===== config.mk =====
export PLATFORM = sky130hd
export DESIGN_NAME = encoder_and_button_event_qualifier
export DESIGN_NICKNAME = d
export VERILOG_FILES = /design/src/hdl/ebq_pkg.sv /design/src/hdl/encoder_and_button_event_qualifier.sv
export SDC_FILE = /design/constraint.sdc
export NUM_CORES = 1
export LEC_CHECK = 0
export ABC_CLOCK_PERIOD_IN_PS = 6600
export CORE_UTILIZATION = 64
export CTS_CLUSTER_SIZE = 14
export DETAILED_ROUTE_END_ITERATION = 10
export DONT_BUFFER_PORTS = 1
export PLACE_DENSITY = 0.8
export SETUP_SLACK_MARGIN = 0.4
export SLEW_MARGIN = 10
export SYNTH_ARGS = -nofsm -noshare
export SYNTH_HDL_FRONTEND = slang
export SYNTH_SLANG_ARGS = --single-unit

===== constraint.sdc =====
create_clock -name i_clk -period 6.6 [get_ports i_clk]
set_input_delay 1.98 -clock i_clk [delete_from_list [all_inputs] [get_ports i_clk]]
set_output_delay 1.98 -clock i_clk [all_outputs]
set_load 0.05 [all_outputs]

===== src/hdl/ebq_pkg.sv =====
// Shared constants for the encoder and button event qualifier.
// No dependencies; imported by the top level and its checker.
`timescale 1ns / 1ps
`default_nettype none

package ebq_pkg;

    // Stream payload widths (padded to whole bytes)
    localparam int unsigned IN_DATA_W  = 48;
    localparam int unsigned OUT_DATA_W = 16;
    localparam int unsigned CFG_DATA_W = 16;

    // Configuration register indexes
    typedef enum logic [1:0] {
        REG_DEBOUNCE_MS   = 2'd0,
        REG_HOLD_MS       = 2'd1,
        REG_COUNTS_DETENT = 2'd2,
        REG_REVERSE_DIR   = 2'd3
    } t_reg_idx;

    // Register reset values
    localparam logic [9:0]  DEBOUNCE_RST   = 10'd25;
    localparam logic [15:0] HOLD_RST       = 16'd750;
    localparam logic [3:0]  DETENT_RST     = 4'd4;

    // Item kinds carried on tuser
    localparam logic KIND_POLL   = 1'b0;
    localparam logic KIND_RESYNC = 1'b1;

    // Output field positions in tdata
    localparam int unsigned OUT_ROT_MSB = 8;
    localparam int unsigned OUT_CLICK   = 9;
    localparam int unsigned OUT_LONG    = 10;

endpackage

`default_nettype wire


===== src/hdl/encoder_and_button_event_qualifier.sv =====
// Encoder and button event qualifier: debounce, click/long-press and detent logic.
// Depends on ebq_pkg.
//
// Usage:
//   Input stream (s_axis): one request per poll. tuser is the kind, 0 poll and
//   1 resync. A resync reloads button state from the current levels and
//   clears the detent residual; send one after reset.
//   Output stream (m_axis): exactly one result per request.
//   Config channel: register index and data, always ready; write only while
//   the block is idle.
// Timing:
//   A poll is worked by a sequencer over eight steps of a shared unit: a
//   one-bit restoring divider for the detent count and a 32-bit timestamp
//   subtract-and-compare used for at most one button check per step. A poll's
//   result becomes valid as the done state hands over, and tready returns in
//   that same cycle, so no new request is taken before that hand-over. A
//   resync skips the steps and goes straight to the done state.
//   The result sits in an output register; when the receiver stalls, one
//   finished result waits there while the next request is worked, and the
//   sequencer holds its own result (tready low) until that register frees.
// Reset: synchronous, active low; registers return to their reset values,
//   button state and residual clear, the output register empties.
`timescale 1ns / 1ps
`default_nettype none

module encoder_and_button_event_qualifier
    import ebq_pkg::*;
(
    input  wire logic                  i_clk,
    input  wire logic                  i_rst_n,
    // Input stream
    input  wire logic                  i_s_axis_tvalid,
    output logic                       o_s_axis_tready,
    // tdata from bit 0: now_ms[31:0], encoder_delta[7:0], encoder_button_level,
    // left_level, right_level, ok_level, zero pad
    input  wire logic [IN_DATA_W-1:0]  i_s_axis_tdata,
    // tuser: kind
    input  wire logic                  i_s_axis_tuser,
    // Output stream
    output logic                       o_m_axis_tvalid,
    input  wire logic                  i_m_axis_tready,
    // tdata from bit 0: rotation[8:0], click, long hold, left_press,
    // right_press, ok_press, zero pad
    output logic [OUT_DATA_W-1:0]      o_m_axis_tdata,
    // Configuration writes
    input  wire logic                  i_cfg_valid,
    output logic                       o_cfg_ready,
    input  wire logic [1:0]            i_cfg_index,
    input  wire logic [CFG_DATA_W-1:0] i_cfg_data
);

    typedef enum logic [1:0] {
        S_IDLE,
        S_RUN,
        S_DONE
    } t_state;

    // Sequencer steps that run a timestamp check, and the last step
    localparam logic [2:0] STEP_ENC_DEB = 3'd0;
    localparam logic [2:0] STEP_LONG    = 3'd1;
    localparam logic [2:0] STEP_NAV0    = 3'd2;
    localparam logic [2:0] STEP_NAV1    = 3'd3;
    localparam logic [2:0] STEP_NAV2    = 3'd4;
    localparam logic [2:0] STEP_LAST    = 3'd7;

    t_state        r_state;
    logic [2:0]    r_step;

    // Configuration
    logic [9:0]    r_debounce;
    logic [15:0]   r_long_ms;
    logic [3:0]    r_cpd;
    logic          r_reverse;

    // Button and residual state
    logic [3:0]    r_residual;
    logic          r_enc_raw;
    logic          r_enc_stable;
    logic [31:0]   r_enc_chg;
    logic [31:0]   r_enc_press;
    logic          r_ignore_rel;
    logic          r_long_rep;
    logic [2:0]    r_nav_raw;
    logic [2:0]    r_nav_stable;
    logic [31:0]   r_nav_chg [3];

    // Request being worked
    logic [31:0]   r_now;
    logic          r_enc_lvl;
    logic [2:0]    r_nav_lvl;
    logic [3:0]    r_div;
    logic [3:0]    r_rem;
    logic [7:0]    r_quo;
    logic          r_sign;
    logic          r_neg;
    logic          r_click;
    logic          r_lp;
    logic [2:0]    r_np;

    // Output register
    logic                  r_out_valid;
    logic [OUT_DATA_W-1:0] r_out_data;

    // Input field views
    logic [31:0]   w_now;
    logic [7:0]    w_delta;
    logic          w_enc_lvl;
    logic [2:0]    w_nav_lvl;
    logic          w_accept;

    assign w_now     = i_s_axis_tdata[31:0];
    assign w_delta   = i_s_axis_tdata[39:32];
    assign w_enc_lvl = i_s_axis_tdata[40];
    assign w_nav_lvl = i_s_axis_tdata[43:41];
    assign w_accept  = i_s_axis_tvalid && o_s_axis_tready;

    // Accumulate counts, split into sign and magnitude, clamp the divisor to 1..8
    logic [8:0]    n_acc;
    logic [8:0]    n_acc_mag;
    logic [3:0]    n_div;

    always_comb begin
        n_acc     = {{5{r_residual[3]}}, r_residual} + {w_delta[7], w_delta};
        n_acc_mag = n_acc[8] ? (~n_acc + 9'd1) : n_acc;
        if (r_cpd == 4'd0) begin
            n_div = 4'd1;
        end else if (r_cpd > 4'd8) begin
            n_div = 4'd8;
        end else begin
            n_div = r_cpd;
        end
    end

    // One restoring division step per cycle
    logic [3:0]    n_trial;
    logic          n_fits;
    logic [3:0]    n_rem;

    always_comb begin
        n_trial = {r_rem[2:0], r_quo[7]};
        n_fits  = (n_trial >= r_div);
        n_rem   = n_fits ? (n_trial - r_div) : n_trial;
    end

    // Shared timestamp subtract and compare, at most one button check per step
    logic [31:0]   n_t_sel;
    logic [31:0]   n_thr;
    logic [31:0]   n_diff;
    logic          n_ge;

    always_comb begin
        case (r_step)
            STEP_ENC_DEB: begin
                n_t_sel = r_enc_chg;
                n_thr   = {22'd0, r_debounce};
            end
            STEP_LONG: begin
                n_t_sel = r_enc_press;
                n_thr   = {16'd0, r_long_ms};
            end
            STEP_NAV0: begin
                n_t_sel = r_nav_chg[0];
                n_thr   = {22'd0, r_debounce};
            end
            STEP_NAV1: begin
                n_t_sel = r_nav_chg[1];
                n_thr   = {22'd0, r_debounce};
            end
            STEP_NAV2: begin
                n_t_sel = r_nav_chg[2];
                n_thr   = {22'd0, r_debounce};
            end
            default: begin
                n_t_sel = r_now;
                n_thr   = 32'd0;
            end
        endcase
        n_diff = r_now - n_t_sel;
        n_ge   = (n_diff >= n_thr);
    end

    // Signed rotation and residual from the finished division
    logic [8:0]    n_rot;
    logic [3:0]    n_resid;

    always_comb begin
        n_rot   = r_neg ? (~{1'b0, r_quo} + 9'd1) : {1'b0, r_quo};
        n_resid = r_sign ? (~r_rem + 4'd1) : r_rem;
    end

    // Sequencer, state and registered outputs
    always_ff @(posedge i_clk) begin
        if (!i_rst_n) begin
            r_state      <= S_IDLE;
            r_step       <= 3'd0;
            r_debounce   <= DEBOUNCE_RST;
            r_long_ms    <= HOLD_RST;
            r_cpd        <= DETENT_RST;
            r_reverse    <= 1'b0;
            r_residual   <= 4'd0;
            r_enc_raw    <= 1'b0;
            r_enc_stable <= 1'b0;
            r_enc_chg    <= 32'd0;
            r_enc_press  <= 32'd0;
            r_ignore_rel <= 1'b0;
            r_long_rep   <= 1'b0;
            r_nav_raw    <= 3'd0;
            r_nav_stable <= 3'd0;
            for (int i = 0; i < 3; i++) begin
                r_nav_chg[i] <= 32'd0;
            end
            r_out_valid  <= 1'b0;
        end else begin
            // Take configuration writes
            if (i_cfg_valid) begin
                case (t_reg_idx'(i_cfg_index))
                    REG_DEBOUNCE_MS:   r_debounce <= i_cfg_data[9:0];
                    REG_HOLD_MS:       r_long_ms  <= i_cfg_data[15:0];
                    REG_COUNTS_DETENT: r_cpd      <= i_cfg_data[3:0];
                    REG_REVERSE_DIR:   r_reverse  <= i_cfg_data[0];
                    default:           r_reverse  <= r_reverse;
                endcase
            end

            // Load a finished result, or drop the output once taken
            if ((r_state == S_DONE) && (!r_out_valid || i_m_axis_tready)) begin
                r_out_valid <= 1'b1;
            end else if (r_out_valid && i_m_axis_tready) begin
                r_out_valid <= 1'b0;
            end

            case (r_state)
                S_IDLE: begin
                    if (w_accept) begin
                        r_now     <= w_now;
                        r_enc_lvl <= w_enc_lvl;
                        r_nav_lvl <= w_nav_lvl;
                        r_div     <= n_div;
                        r_rem     <= 4'd0;
                        r_click   <= 1'b0;
                        r_lp      <= 1'b0;
                        r_np      <= 3'd0;
                        r_step    <= 3'd0;
                        if (i_s_axis_tuser == KIND_RESYNC) begin
                            // Reload state from the current levels
                            r_quo        <= 8'd0;
                            r_sign       <= 1'b0;
                            r_neg        <= 1'b0;
                            r_enc_raw    <= w_enc_lvl;
                            r_enc_stable <= w_enc_lvl;
                            r_ignore_rel <= w_enc_lvl;
                            r_long_rep   <= w_enc_lvl;
                            r_enc_chg    <= w_now;
                            r_enc_press  <= w_now;
                            r_nav_raw    <= w_nav_lvl;
                            r_nav_stable <= w_nav_lvl;
                            for (int i = 0; i < 3; i++) begin
                                r_nav_chg[i] <= w_now;
                            end
                            r_state <= S_DONE;
                        end else begin
                            // Start division and record raw level changes
                            r_quo  <= n_acc_mag[7:0];
                            r_sign <= n_acc[8];
                            r_neg  <= n_acc[8] ^ r_reverse;
                            if (w_enc_lvl != r_enc_raw) begin
                                r_enc_raw <= w_enc_lvl;
                                r_enc_chg <= w_now;
                            end
                            for (int i = 0; i < 3; i++) begin
                                if (w_nav_lvl[i] != r_nav_raw[i]) begin
                                    r_nav_raw[i] <= w_nav_lvl[i];
                                    r_nav_chg[i] <= w_now;
                                end
                            end
                            r_state <= S_RUN;
                        end
                    end
                end

                S_RUN: begin
                    // Advance the divider one quotient bit
                    r_rem <= n_rem;
                    r_quo <= {r_quo[6:0], n_fits};

                    // Encoder button debounce
                    if (r_step == STEP_ENC_DEB) begin
                        if ((r_enc_lvl != r_enc_stable) && n_ge) begin
                            r_enc_stable <= r_enc_lvl;
                            if (r_enc_lvl) begin
                                r_enc_press <= r_now;
                                r_long_rep  <= 1'b0;
                            end else if (r_ignore_rel) begin
                                r_ignore_rel <= 1'b0;
                                r_long_rep   <= 1'b0;
                            end else if (!r_long_rep) begin
                                r_click <= 1'b1;
                            end
                        end
                    end

                    // Long press, once per hold
                    if (r_step == STEP_LONG) begin
                        if (r_enc_stable && !r_long_rep && n_ge) begin
                            r_long_rep <= 1'b1;
                            r_lp       <= 1'b1;
                        end
                    end

                    // Navigation button debounce, one button per step
                    for (int i = 0; i < 3; i++) begin
                        if (r_step == 3'(STEP_NAV0 + 3'(i))) begin
                            if ((r_nav_lvl[i] != r_nav_stable[i]) && n_ge) begin
                                r_nav_stable[i] <= r_nav_lvl[i];
                                r_np[i]         <= r_nav_lvl[i];
                            end
                        end
                    end

                    if (r_step == STEP_LAST) begin
                        r_state <= S_DONE;
                    end else begin
                        r_step <= r_step + 3'd1;
                    end
                end

                S_DONE: begin
                    // Hand over once the output register is free
                    if (!r_out_valid || i_m_axis_tready) begin
                        r_out_data  <= {2'b00, r_np, r_lp, r_click, n_rot};
                        r_residual  <= n_resid;
                        r_state     <= S_IDLE;
                    end
                end

                default: begin
                    r_state <= S_IDLE;
                end
            endcase
        end
    end

    assign o_s_axis_tready = (r_state == S_IDLE);
    assign o_m_axis_tvalid = r_out_valid;
    assign o_m_axis_tdata  = r_out_data;
    assign o_cfg_ready     = 1'b1;

endmodule

`default_nettype wire


After elaboration in Yosys (flattened, before gate mapping)
Memories as Yosys holds them, arrays and structs flattened. Cells that the tools add are included.

Memories: 1. Flip-flop bits (word level): 188. Input port bits: 72. RAM bits: 96. Logic and storage cells: 246. Output and inout port bits: 19.

Memory list: r_nav_chg (depth 3, bits a word 32, rd ports 3, clocked after Yosys merged registers in 0, write ports 3, line encoder_and_button_event_qualifier.sv:85) `logic [31:0] r_nav_chg [3];`.

$lt $le $gt $ge: 3. Bitwise operators: 10. Muxes and demuxes: 102. Equality and inequality tests: 37. Reduce and logical (&&, ||, !) cells: 50. Add/subtract/negate cells: 7.

Operators by type and width (count): 32-bit two-way mux (13); 32-bit case mux with 5 select lines (1); 32-bit case mux with 2 select lines (1); 1-bit two-way mux (58); 5-bit AND reduction (8); 32-bit >= comparator (1); 8-bit two-way mux (4); 2-bit inequality test (second input constant) (16); 16-bit case mux with 2 select lines (1); 32-bit subtractor (1); 3-bit AND reduction (10); 3-bit case mux with 2 select lines (3); 4-bit two-way mux (4); 8-bit case mux with 2 select lines (1); 3-bit two-way mux (5); 6-bit AND reduction (2); 2-bit nonzero test (6); 1-bit case mux with 2 select lines (5); 2-bit AND reduction (5); 4-bit by 8-bit adder with 9-bit output (1); 9-bit by 1-bit adder with 9-bit output (second input constant) (1); 1-bit logical AND (9); 8-bit NOT with 9-bit output (1); 8-bit by 1-bit adder with 8-bit output (second input constant) (1); other kinds (27) (51).

Longest topological paths before layout
Gate-level depths: netlist of the first run.

Depth after elaboration: 10. Gate-level depth with buffers: 30. Gate-level depth less buffers: 24.

Least setup slack after synthesis of the first run
Ideal clock, no wire load.

Kind: register -> register. Start point: reg r_step[1]. End point: reg r_enc_press[10]. Cell stages (with the launch flop): 30. Arrival: 5.817 ns. Clock period less this slack: 5.889 ns. Setup time: 0.072 ns. Required time: 6.528 ns. Setup slack: 0.711 ns. Path buffers: 6. Cell sequence: dfxtp_1 inv_1 ha_1 clkbuf_1 nor2b_1 buf_2 or4_1 buf_2 clkbuf_1 o21a_1 ha_1 fa_1 nand2b_1 a21oi_4 nand2b_1 a21boi_0 xnor2_1 ha_1 and4_1 a21o_1 o21ai_0 o21ai_0 or4_1 nor4_1 nor4b_1 and4bb_4 o21a_1 buf_6 buf_12 mux2i_1.

Cells in the longest elaborated chain, start to end: 7. Elaborated cells on any way between the ends: 14. Classes of those cells: add/sub: 1; order compare: 1; eq/ne: 6; mux: 2; reduce/logical: 4.

Ends and longest elaborated chain: start, declared (line encoder_and_button_event_qualifier.sv:67) `logic [2:0] r_step;`; start signal, assigned (line encoder_and_button_event_qualifier.sv:323) `r_step <= r_step + 3'd1;`; 3-bit equality test, or another cell as far along (line encoder_and_button_event_qualifier.sv:152) `case (r_step)`; 32-bit case mux with 5 select lines or 4-bit OR reduction (tied branches); 32-bit subtractor or 16-bit case mux with 2 select lines (tied branches) (line encoder_and_button_event_qualifier.sv:178, encoder_and_button_event_qualifier.sv:152); 32-bit >= comparator (line encoder_and_button_event_qualifier.sv:179) `n_ge = (n_diff >= n_thr);`; 1-bit logical AND (line encoder_and_button_event_qualifier.sv:288) `if ((r_enc_lvl != r_enc_stable) && n_ge) begin`; 2-bit inequality test (no source line); 6-bit AND reduction (no source line) (*); end signal, assigned (line encoder_and_button_event_qualifier.sv:254) `r_enc_press <= w_now;`; end signal, assigned (line encoder_and_button_event_qualifier.sv:291) `r_enc_press <= r_now;`; end, declared (line encoder_and_button_event_qualifier.sv:80) `logic [31:0] r_enc_press;`.

Every way passes the cells marked *; elsewhere a longest branch is shown, timed or not. A chain may end at the register's enable or synchronous reset.

Worst setup path after layout of the first run
Start point: reg r_step[0]. End point: reg r_enc_press[10].

Same word-level chain as after synthesis.

==> flow_metrics.tcl, run 1 <==
set metrics [dict create \
    pwr-share-comb_pct 20.8 \
    drt-total-wl_um 37030 \
    synth_top_family_by_area "compound AO/OA/AOI/OAI gates" \
    yosys.area_share.simple_pct 15.89 \
    gp_congestion 0.9292 \
    hold_path_startpoint "r_lp" \
    initial_core_util_pct 65.40 \
    max_slew_margin_pct 15.66 \
    async_reset_ff_share_pct 0 \
    switchingPower_mw 1.314 \
    r2r_cells 28 \
    grt_pass1_wl_um 57410 \
    rrSetupSlack_ns 0.71 \
    hold_end "o_m_axis_tdata[10]" \
    area_growth_pct 9.792 \
    synth_compound_area_share_pct 18.47 \
    drtIter0Drc 1092 \
    synthTopCellsByCount "nand2_1 (253), edfxtp_1 (169), dfxtp_1 (115)" \
    port_buffers 0 \
    outcome "complete, no violations" \
    synth_mux_area_share_pct 5.152 \
    synthAdderAreaFrac_pct 5.916 \
    p_seq_share_pct 44.7 \
    yosysSeqAreaShare_pct 47.91 \
    antenna_found_initial 1 \
    worstReg2RegStart "r_step[0]" \
    io_pins 91 \
    final_max_slew_viol_count 0 \
    row_count 56 \
    route.detailed.drc 0 \
    critPathArrivalTime_ns 6.36 \
    total_power_mw 4.676 \
    drv_cap 0 \
    avgSynthCellArea_um2 10.08 \
    ys_ff_latch 284 \
    synth_cell_type_count 78 \
    setup_ws_ns 0.7142 \
    core_mm2 0.02354 \
    r2r_end "r_enc_press[10]" \
    critical_path_class "register to register" \
    clk_latency_ns 0.56 \
    nets 1647 \
    drive_gt1_share_pct 11.39 \
    grt_pass1_vias 11340 \
    synth.area.top_cells "edfxtp_1 (33%), dfxtp_1 (15%), nand2_1 (6.2%)" \
    worst_setup_path_start_kind "register" \
    cts_buffer_depth 3 \
    tritoncts "done" \
    yosys_warnings 0 \
    vias 11840 \
    cts-buffers-inserted 29 \
    finalCritPeriodShare_pct 89.18 \
    synth_edf_count 169 \
    synth_xor_area_share_pct 2.787 \
    hold_viol_final 0 \
    rsz0062_at_grt "false" \
    leakagePower_nw 6.353 \
    worstMarginPinSlew_ns 1.262 \
    ys.flop_type "edfxtp_1" \
    post-synth-top-count-cell "nand2_1" \
    pre_cts_slack_ns 0.1021 \
    hold_slack_ns 0.4180 \
    swShare_pct 28.10 \
    setup-violations-final 0 \
    cp_data_required_time_ns 7.07 \
    max_freq_mhz 169.9 \
    fp.dieW_um 157.1 \
    hpwl_um 23800 \
    powerDensity_mw_per_mm2 276.6 \
    syn-cell-area_mm2 0.01540 \
    clock_tree.root_cell "clkbuf_16" \
    ir_drop_mv 0.2081 \
    antenna_left 0 \
    clk_pin_slew_ns 0.06 \
    ctsHoldBuffers 0 \
    wl_per_cell_um 20.05 \
    cp_slowest_cell "or4_4" \
    dr.pass1.iters 6 \
    grt_max_degree 157 \
    slowest_delay_ns 0.59 \
    fin_setup_tns_ns 0 \
    via_per_inst 6.411 \
    hold_depth 0 \
    synth_top_area_cell "edfxtp_1" \
    pwr-share-clk_pct 34.5 \
    grt_usage_pct 29.44 \
    end_kind "register" \
    syn_inst 1528 \
    clock-sinks 284 \
    fp.dieH_um 157.1 \
    cpMostUsedCell "ha_1" \
    internal-power_mw 3.362 \
    path_max_fanout 8 \
    die_area_mm2 0.02468 \
    period_minus_slack_ns 5.886 \
    yosys.area.top_type_share_pct 32.96 \
    grt_remaining_overflow 0 \
    holdCritPathClass "register to register" \
    skew_ns 0.01642 \
    htree_levels 1 \
]
## critical path, delay by kind of cell (launching register included)
family	cells	cell delay (ns)
adders and majority gates	4	0.78
AOI/OAI and AO/OA	9	1.33
and+or+nand+nor	8	2.19
xor gates and xnor gates	1	0.17
buffers and inverters	5	0.72
DFF	1	0.37
muxes	1	0.22
## worst max-delay path by stage
stage	from	end	slack (ns)
after floorplan	r_step[1]	r_enc_press[10]	0.71
final	r_step[0]	r_enc_press[10]	0.71
after detailed placement	r_step[1]	r_enc_press[10]	0.10
after global placement	r_step[1]	r_enc_press[15]	0.21
after global routing	r_step[0]	r_enc_press[12]	0.38
after CTS	r_step[1]	r_enc_press[10]	0.42
## area by class of cell
type	instances	area, um2
sequential	284	7383
multi-input combinational	1114	7624
fill	1713	6638
inverter	31	116.4
timing repair buffer	44	427.9
antenna	1	2.502
clock buffer	47	875.8
clock inverter	7	76.32
tap	319	399.1
## cells by family (layout without fill, tap and decap cells)
family                   count (synthesis)  count (layout)
flip-flops                             284             284
adder cells (fa/ha/maj)                 71              71
XOR/XNOR                                49              49
multiplexers                            75              75
other                                    2               4
AO/OA/AOI/OAI                          401             401
buffers and inverters                  132             129
AND/OR/NAND/NOR                        514             515
## registers in the layout, indices dropped and copies added, names as in the netlist, 2 cells and up
signal / flops
r_now: 32
o_m_axis_tdata: 14
r_state: 2
r_quo: 8
r_step: 3
r_cpd: 4
r_enc_press: 32
r_nav_chg: 96
r_debounce: 10
r_np: 3
r_residual: 4
r_rem: 4
r_long_ms: 16
r_div: 4
r_nav_stable: 3
r_nav_lvl: 3
r_enc_chg: 32
r_nav_raw: 3
## layout by cell type (no fill, tap or decap), drive strengths merged, types with 6 or more instances in the layout
| master | synthesis | final |
|---|---|---|
| a31oi | 6 | 6 |
| and3 | 12 | 12 |
| mux2i | 41 | 41 |
| or3 | 8 | 8 |
| a21o | 12 | 12 |
| nand2b | 18 | 18 |
| nand3 | 30 | 30 |
| nand2 | 253 | 253 |
| mux2 | 34 | 34 |
| a21oi | 62 | 62 |
| clkbuf | 71 | 50 |
| a21boi | 60 | 60 |
| buf | 30 | 41 |
| xor2 | 21 | 21 |
| edfxtp | 169 | 169 |
| ha | 68 | 68 |
| o211ai | 41 | 41 |
| nor3 | 16 | 16 |
| and4 | 7 | 7 |
| dfxtp | 115 | 115 |
| inv | 31 | 33 |
| nor2b | 22 | 22 |
| a22oi | 42 | 42 |
| a211oi | 7 | 7 |
| o21ai | 79 | 79 |
| nor2 | 59 | 59 |
| a222oi | 32 | 32 |
| xnor2 | 28 | 28 |
| and2 | 46 | 46 |
| o21a | 15 | 15 |
| nand4 | 15 | 15 |
## per-layer routing
layer	routed length (um)	up-vias	global-route usage, %	part of all wire [%]
met5	0	-	0	0
met4	1119	0	10.40	3.0
met3	3070	87	4.681	8.3
met2	17530	518	50.14	47
met1	15310	5639	38.04	41
li1	-	5597	-	-
## stage by stage
stage	utilization, %	cells	area [um2]
6_report	71.81	1847	16910
3_3_place_gp	66.43	1777	15640
4_1_cts	70.68	1834	16640
2_1_floorplan	-	1529	15400
5_1_grt	71.81	1847	16910
3_5_place_dp	66.43	1777	15640
## what timing repair did
action	4_1_cts	5_1_grt
setup endpoints to repair	35	40
pin swaps	2	12
gates cloned	0	4
gates resized for setup	6	32
buffers inserted	3	8
## power by group through the flow
stage	Combinational [mW]	Clock (mW)	Sequential, mW
2_1_floorplan	0.716	0	2.10
3_3_place_gp	0.883	0	2.12
3_5_place_dp	0.907	0	2.12
4_1_cts	0.922	1.63	2.09
5_1_grt	1.08	1.70	2.10
6_report	0.973	1.61	2.09
Power figures use the tool's default switching activity.
==> inputs of run 2 (changes only) <==
CTS_CLUSTER_DIAMETER = 50   (was unset)
PLACE_DENSITY = unset   (was 0.8)
PLACE_DENSITY_LB_ADDON = 0.15   (was unset)
==> flow_metrics.tcl, run 2 (synthesized netlist as in run 1, its figures left out) <==
set metrics [dict create \
    final_max_slew_viol_count 0 \
    fp.dieW_um 157.1 \
    setup-violations-final 0 \
    cp_slowest_cell "or4_4" \
    nets 1654 \
    vias 11790 \
    clk_pin_slew_ns 0.06 \
    grt_max_degree 157 \
    max_freq_mhz 166.5 \
    hold_slack_ns 0.4278 \
    rsz0062_at_grt "false" \
    final.fill_count 1772 \
    final_cell_mix "nand2_1 (251), edfxtp_1 (169), dfxtp_1 (111)" \
    cts-buffers-inserted 30 \
    hold_viol_final 0 \
    critical_path_class "register to register" \
    grt_pass1_vias 11280 \
    drt-total-wl_um 37630 \
    slowest_delay_ns 0.62 \
    antenna_left 0 \
    ctsHoldBuffers 0 \
    seq_area_mm2 0.007385 \
    grt_pass1_wl_um 57900 \
    grt_remaining_overflow 0 \
    clock_tree.root_cell "clkbuf_16" \
    row_count 56 \
    cts_buffer_depth 3 \
    crit_buf_inv 3 \
    gp_congestion 0.9146 \
    worstMarginPinSlew_ns 1.259 \
    final_common_cell "nand2_1" \
    drv_cap 0 \
    largest_reg_flops 96 \
    cp_data_required_time_ns 7.07 \
    powerDensity_mw_per_mm2 275.5 \
    initial_core_util_pct 65.40 \
    multiInputGateArea_mm2 0.007641 \
    clock-sinks 284 \
    io_pins 91 \
    path_cells "inv_1 > ha_1 > nor2b_2 > or4_4 > buf_4 > mux2_2 > fa_2 > nand2b_4 > a21oi_4 > nand2b_4 > a21boi_0 > xnor2_1 > ha_1 > and4_1 > a21o_1 > o21ai_1 > o21ai_2 > or4_1 > nor4_2 > nor4b_2 > and4bb_4 > o21a_4 > clkbuf_16 > mux2i_1" \
    htree_levels 1 \
    antenna-diode-count 0 \
    critPathArrivalTime_ns 6.48 \
    area_growth_pct 10.27 \
    ir_drop_mv 0.2052 \
    fp.dieH_um 157.1 \
    tritoncts "done" \
    route.detailed.drc 0 \
    core_mm2 0.02354 \
    clk_latency_ns 0.56 \
    path_max_fanout 8 \
    grt_usage_pct 29.88 \
    outcome "complete, no violations" \
    die_area_mm2 0.02468 \
    leakagePower_nw 6.369 \
    max_slew_margin_pct 15.87 \
    regMostFlops "r_nav_chg" \
    wl_per_cell_um 20.30 \
    holdCritPathClass "register to register" \
    hpwl_um 23860 \
    via_per_inst 6.360 \
    worst_setup_path_start_kind "register" \
    dr.pass1.iters 7 \
    end_kind "register" \
    drtIter0Drc 1104 \
    final_util_pct 72.12 \
    path_delay_family "simple AND/OR/NAND/NOR gates" \
    period_minus_slack_ns 6.007 \
    port_buffers 0 \
    finalCritPeriodShare_pct 91.02 \
    drive_gt1_share_pct 12.51 \
    skew_ns 0.02365 \
    antenna_found_initial 0 \
]
-- run 2: cell types whose count changed in the layout (fill, tap and decap cells not counted), moves of 3 or more --
cell	delta
buf_4	+4
clkbuf_8	-5
ha_1	-3
ha_2	+3
-- run 2: area by class of cell --
cell class	count	area share (%)
clock buffer	40	4.827
clock inverter	16	0.7664
inverter	31	0.6853
multi-input combinational	1114	45.00
sequential	284	43.49
tap	319	2.351
timing repair buffer	50	2.874
-- run 2: stage by stage --
step                      cells  total power [mW]  setup WS [ns]  TNS [ns]  area (um2)
after global placement     1781             3.006        0.08075         0       15660
final                      1854             4.677         0.5927         0       16980
after global routing       1854             4.866         0.3683         0       16980
after floorplan            1529             2.818         0.7114         0       15400
after detailed placement   1781             3.033       -0.02655   -0.2274       15660
after CTS                  1840             4.628         0.4525         0       16670
-- run 2: path summary, 6_finish.rpt --
check | startpoint | to | slack [ns] | cells after the start
worst max-delay path | r_step[0] | r_enc_press[7] | 0.59 | 24
worst min-delay path | r_np[2] | o_m_axis_tdata[13] | 0.43 | 0
worst max register to register | r_step[0] | r_enc_press[7] | 0.59 | 24
worst min register to register | r_np[2] | o_m_axis_tdata[13] | 0.43 | 0
-- run 2: report_power, final --
group          total (mW)  switching (mW)  internal (mW)
clock network        1.60           0.712          0.890
registers            2.08          0.0688           2.02
logic               0.991           0.580          0.411
total                4.68            1.36           3.32
-- run 2: timing repair --
item,CTS,global route
gates resized for setup,11,47
endpoints found under the hold margin,0,0
buffers inserted,3,10
setup endpoints to repair,38,40
pin swaps,1,14
cloned,0,4
-- run 2: layer usage --
layer,global-route usage (%),part of all wire [%]
met1,39.42,42
met2,50.35,48
met3,5.204,7.5
met4,8.923,2.9
met5,0,0
==> inputs of run 3 (changes only) <==
RECOVER_POWER = 100   (was unset)
==> flow_metrics.tcl, run 3 (synthesized netlist as in run 1, its figures left out) <==
set metrics [dict create \
    outcome "complete, but fails checks" \
    failed_checks "capacitance limit, slew limit" \
    regMostFlops "r_nav_chg" \
    max_slew_margin_pct -106.2 \
    row_count 56 \
    ir_drop_mv 0.2051 \
    slowest_delay_ns 0.74 \
    setup-violations-final 0 \
    final_cell_mix "nand2_1 (251), edfxtp_1 (169), dfxtp_1 (112)" \
    grt_pass1_vias 11280 \
    io_pins 91 \
    drt-total-wl_um 37650 \
    die_area_mm2 0.02468 \
    cp_data_required_time_ns 7.07 \
    grt_max_degree 157 \
    gp_congestion 0.9146 \
    cp_slowest_cell "or4_1" \
    antenna-diode-count 0 \
    critPathArrivalTime_ns 6.64 \
    final_common_cell "nand2_1" \
    grt_usage_pct 29.88 \
    grt_remaining_overflow 0 \
    worst_setup_path_start_kind "register" \
    port_buffers 0 \
    tritoncts "done" \
    holdCritPathClass "register to register" \
    via_per_inst 6.372 \
    leakagePower_nw 6.303 \
    cts-buffers-inserted 30 \
    fp.dieH_um 157.1 \
    hold_viol_final 0 \
    total_power_mw 4.677 \
    drtIter0Drc 1117 \
    hpwl_um 23860 \
    powerDensity_mw_per_mm2 276.1 \
    finalCritPeriodShare_pct 93.43 \
    end_kind "register" \
    place_inst 1781 \
    max_freq_mhz 162.2 \
    crit_buf_inv 3 \
    fin_cells 1854 \
    path_delay_family "simple AND/OR/NAND/NOR gates" \
    route.detailed.drc 0 \
    grt_pass1_wl_um 57900 \
    final_max_slew_viol_count 208 \
    antenna_found_initial 0 \
    initial_core_util_pct 65.40 \
    htree_levels 1 \
    fp.dieW_um 157.1 \
    core_mm2 0.02354 \
    rrSetupSlack_ns 0.43 \
    skew_ns 0.02262 \
    clock_tree.root_cell "clkbuf_16" \
    vias 11810 \
    period_minus_slack_ns 6.166 \
    nets 1654 \
    wl_per_cell_um 20.31 \
    clock-sinks 284 \
    final_util_pct 71.94 \
    critical_path_class "register to register" \
    largest_reg_flops 96 \
    worstMarginPinSlew_ns 3.093 \
    clk_pin_slew_ns 0.07 \
    drv_cap 6 \
    area_growth_pct 9.995 \
    clk_latency_ns 0.56 \
    antenna_left 0 \
    path_cells "inv_1 > ha_1 > nor2b_2 > or4_1 > clkbuf_4 > mux2_2 > fa_2 > nand2b_4 > a21oi_4 > o21ai_4 > o21a_4 > xnor2_1 > ha_1 > a21o_1 > a21oi_1 > o21ai_0 > or4_1 > nor4_2 > nor4b_2 > and4bb_4 > o21a_4 > clkbuf_16 > mux2i_1" \
    ctsHoldBuffers 0 \
    drive_gt1_share_pct 11.79 \
    rsz0062_at_grt "false" \
    dr.pass1.iters 6 \
    path_max_fanout 8 \
    cts_buffer_depth 3 \
]
[run 3: final timing paths]
path	from	end	cells after the start
max reg2reg	r_step[0]	r_enc_press[7]	23
min	r_np[2]	o_m_axis_tdata[13]	0
min reg2reg	r_np[2]	o_m_axis_tdata[13]	0
max	r_step[0]	r_enc_press[7]	23
[run 3: cell type report]
cell class / instances / area [um2]
clock inverter: 16 / 130.1
inverter: 31 / 116.4
clock buffer: 40 / 819.5
timing repair buffer: 50 / 461.7
tap: 319 / 399.1
sequential: 284 / 7383
fill: 1782 / 6606
multi-input combinational: 1114 / 7626
[run 3: where the power goes]
part	internal (mW)	leakage (nW)	switching [mW]
clock	0.890	0.460	0.712
sequential	2.02	2.65	0.0689
combinational	0.407	3.19	0.579
total	3.32	6.30	1.36
[run 3: per-layer routing]
layer	vias to the layer above	track usage [%]	routed length, um
met5	-	0	0
met4	0	8.923	1163
met3	72	5.204	2891
met2	468	50.35	17960
met1	5663	39.42	15630
li1	5611	-	-
[run 3: per-stage QoR]
step | TNS [ns] | worst slack, ns | area (um2) | hold slack, ns
2_1_floorplan | 0 | 0.7114 | 15400 | 0.4003
3_3_place_gp | 0 | 0.08075 | 15660 | 0.4024
3_5_place_dp | -0.2274 | -0.02655 | 15660 | 0.4136
4_1_cts | 0 | 0.4525 | 16670 | 0.4277
5_1_grt | 0 | 0.1938 | 16940 | 0.4312
6_report | 0 | 0.4336 | 16940 | 0.4278
[run 3: timing repair]
item,CTS,global route
pin swaps,1,14
endpoints found under the hold margin,0,0
buffers inserted,3,10
gates resized for setup,11,47
gates cloned,0,4
setup endpoints to repair,38,40
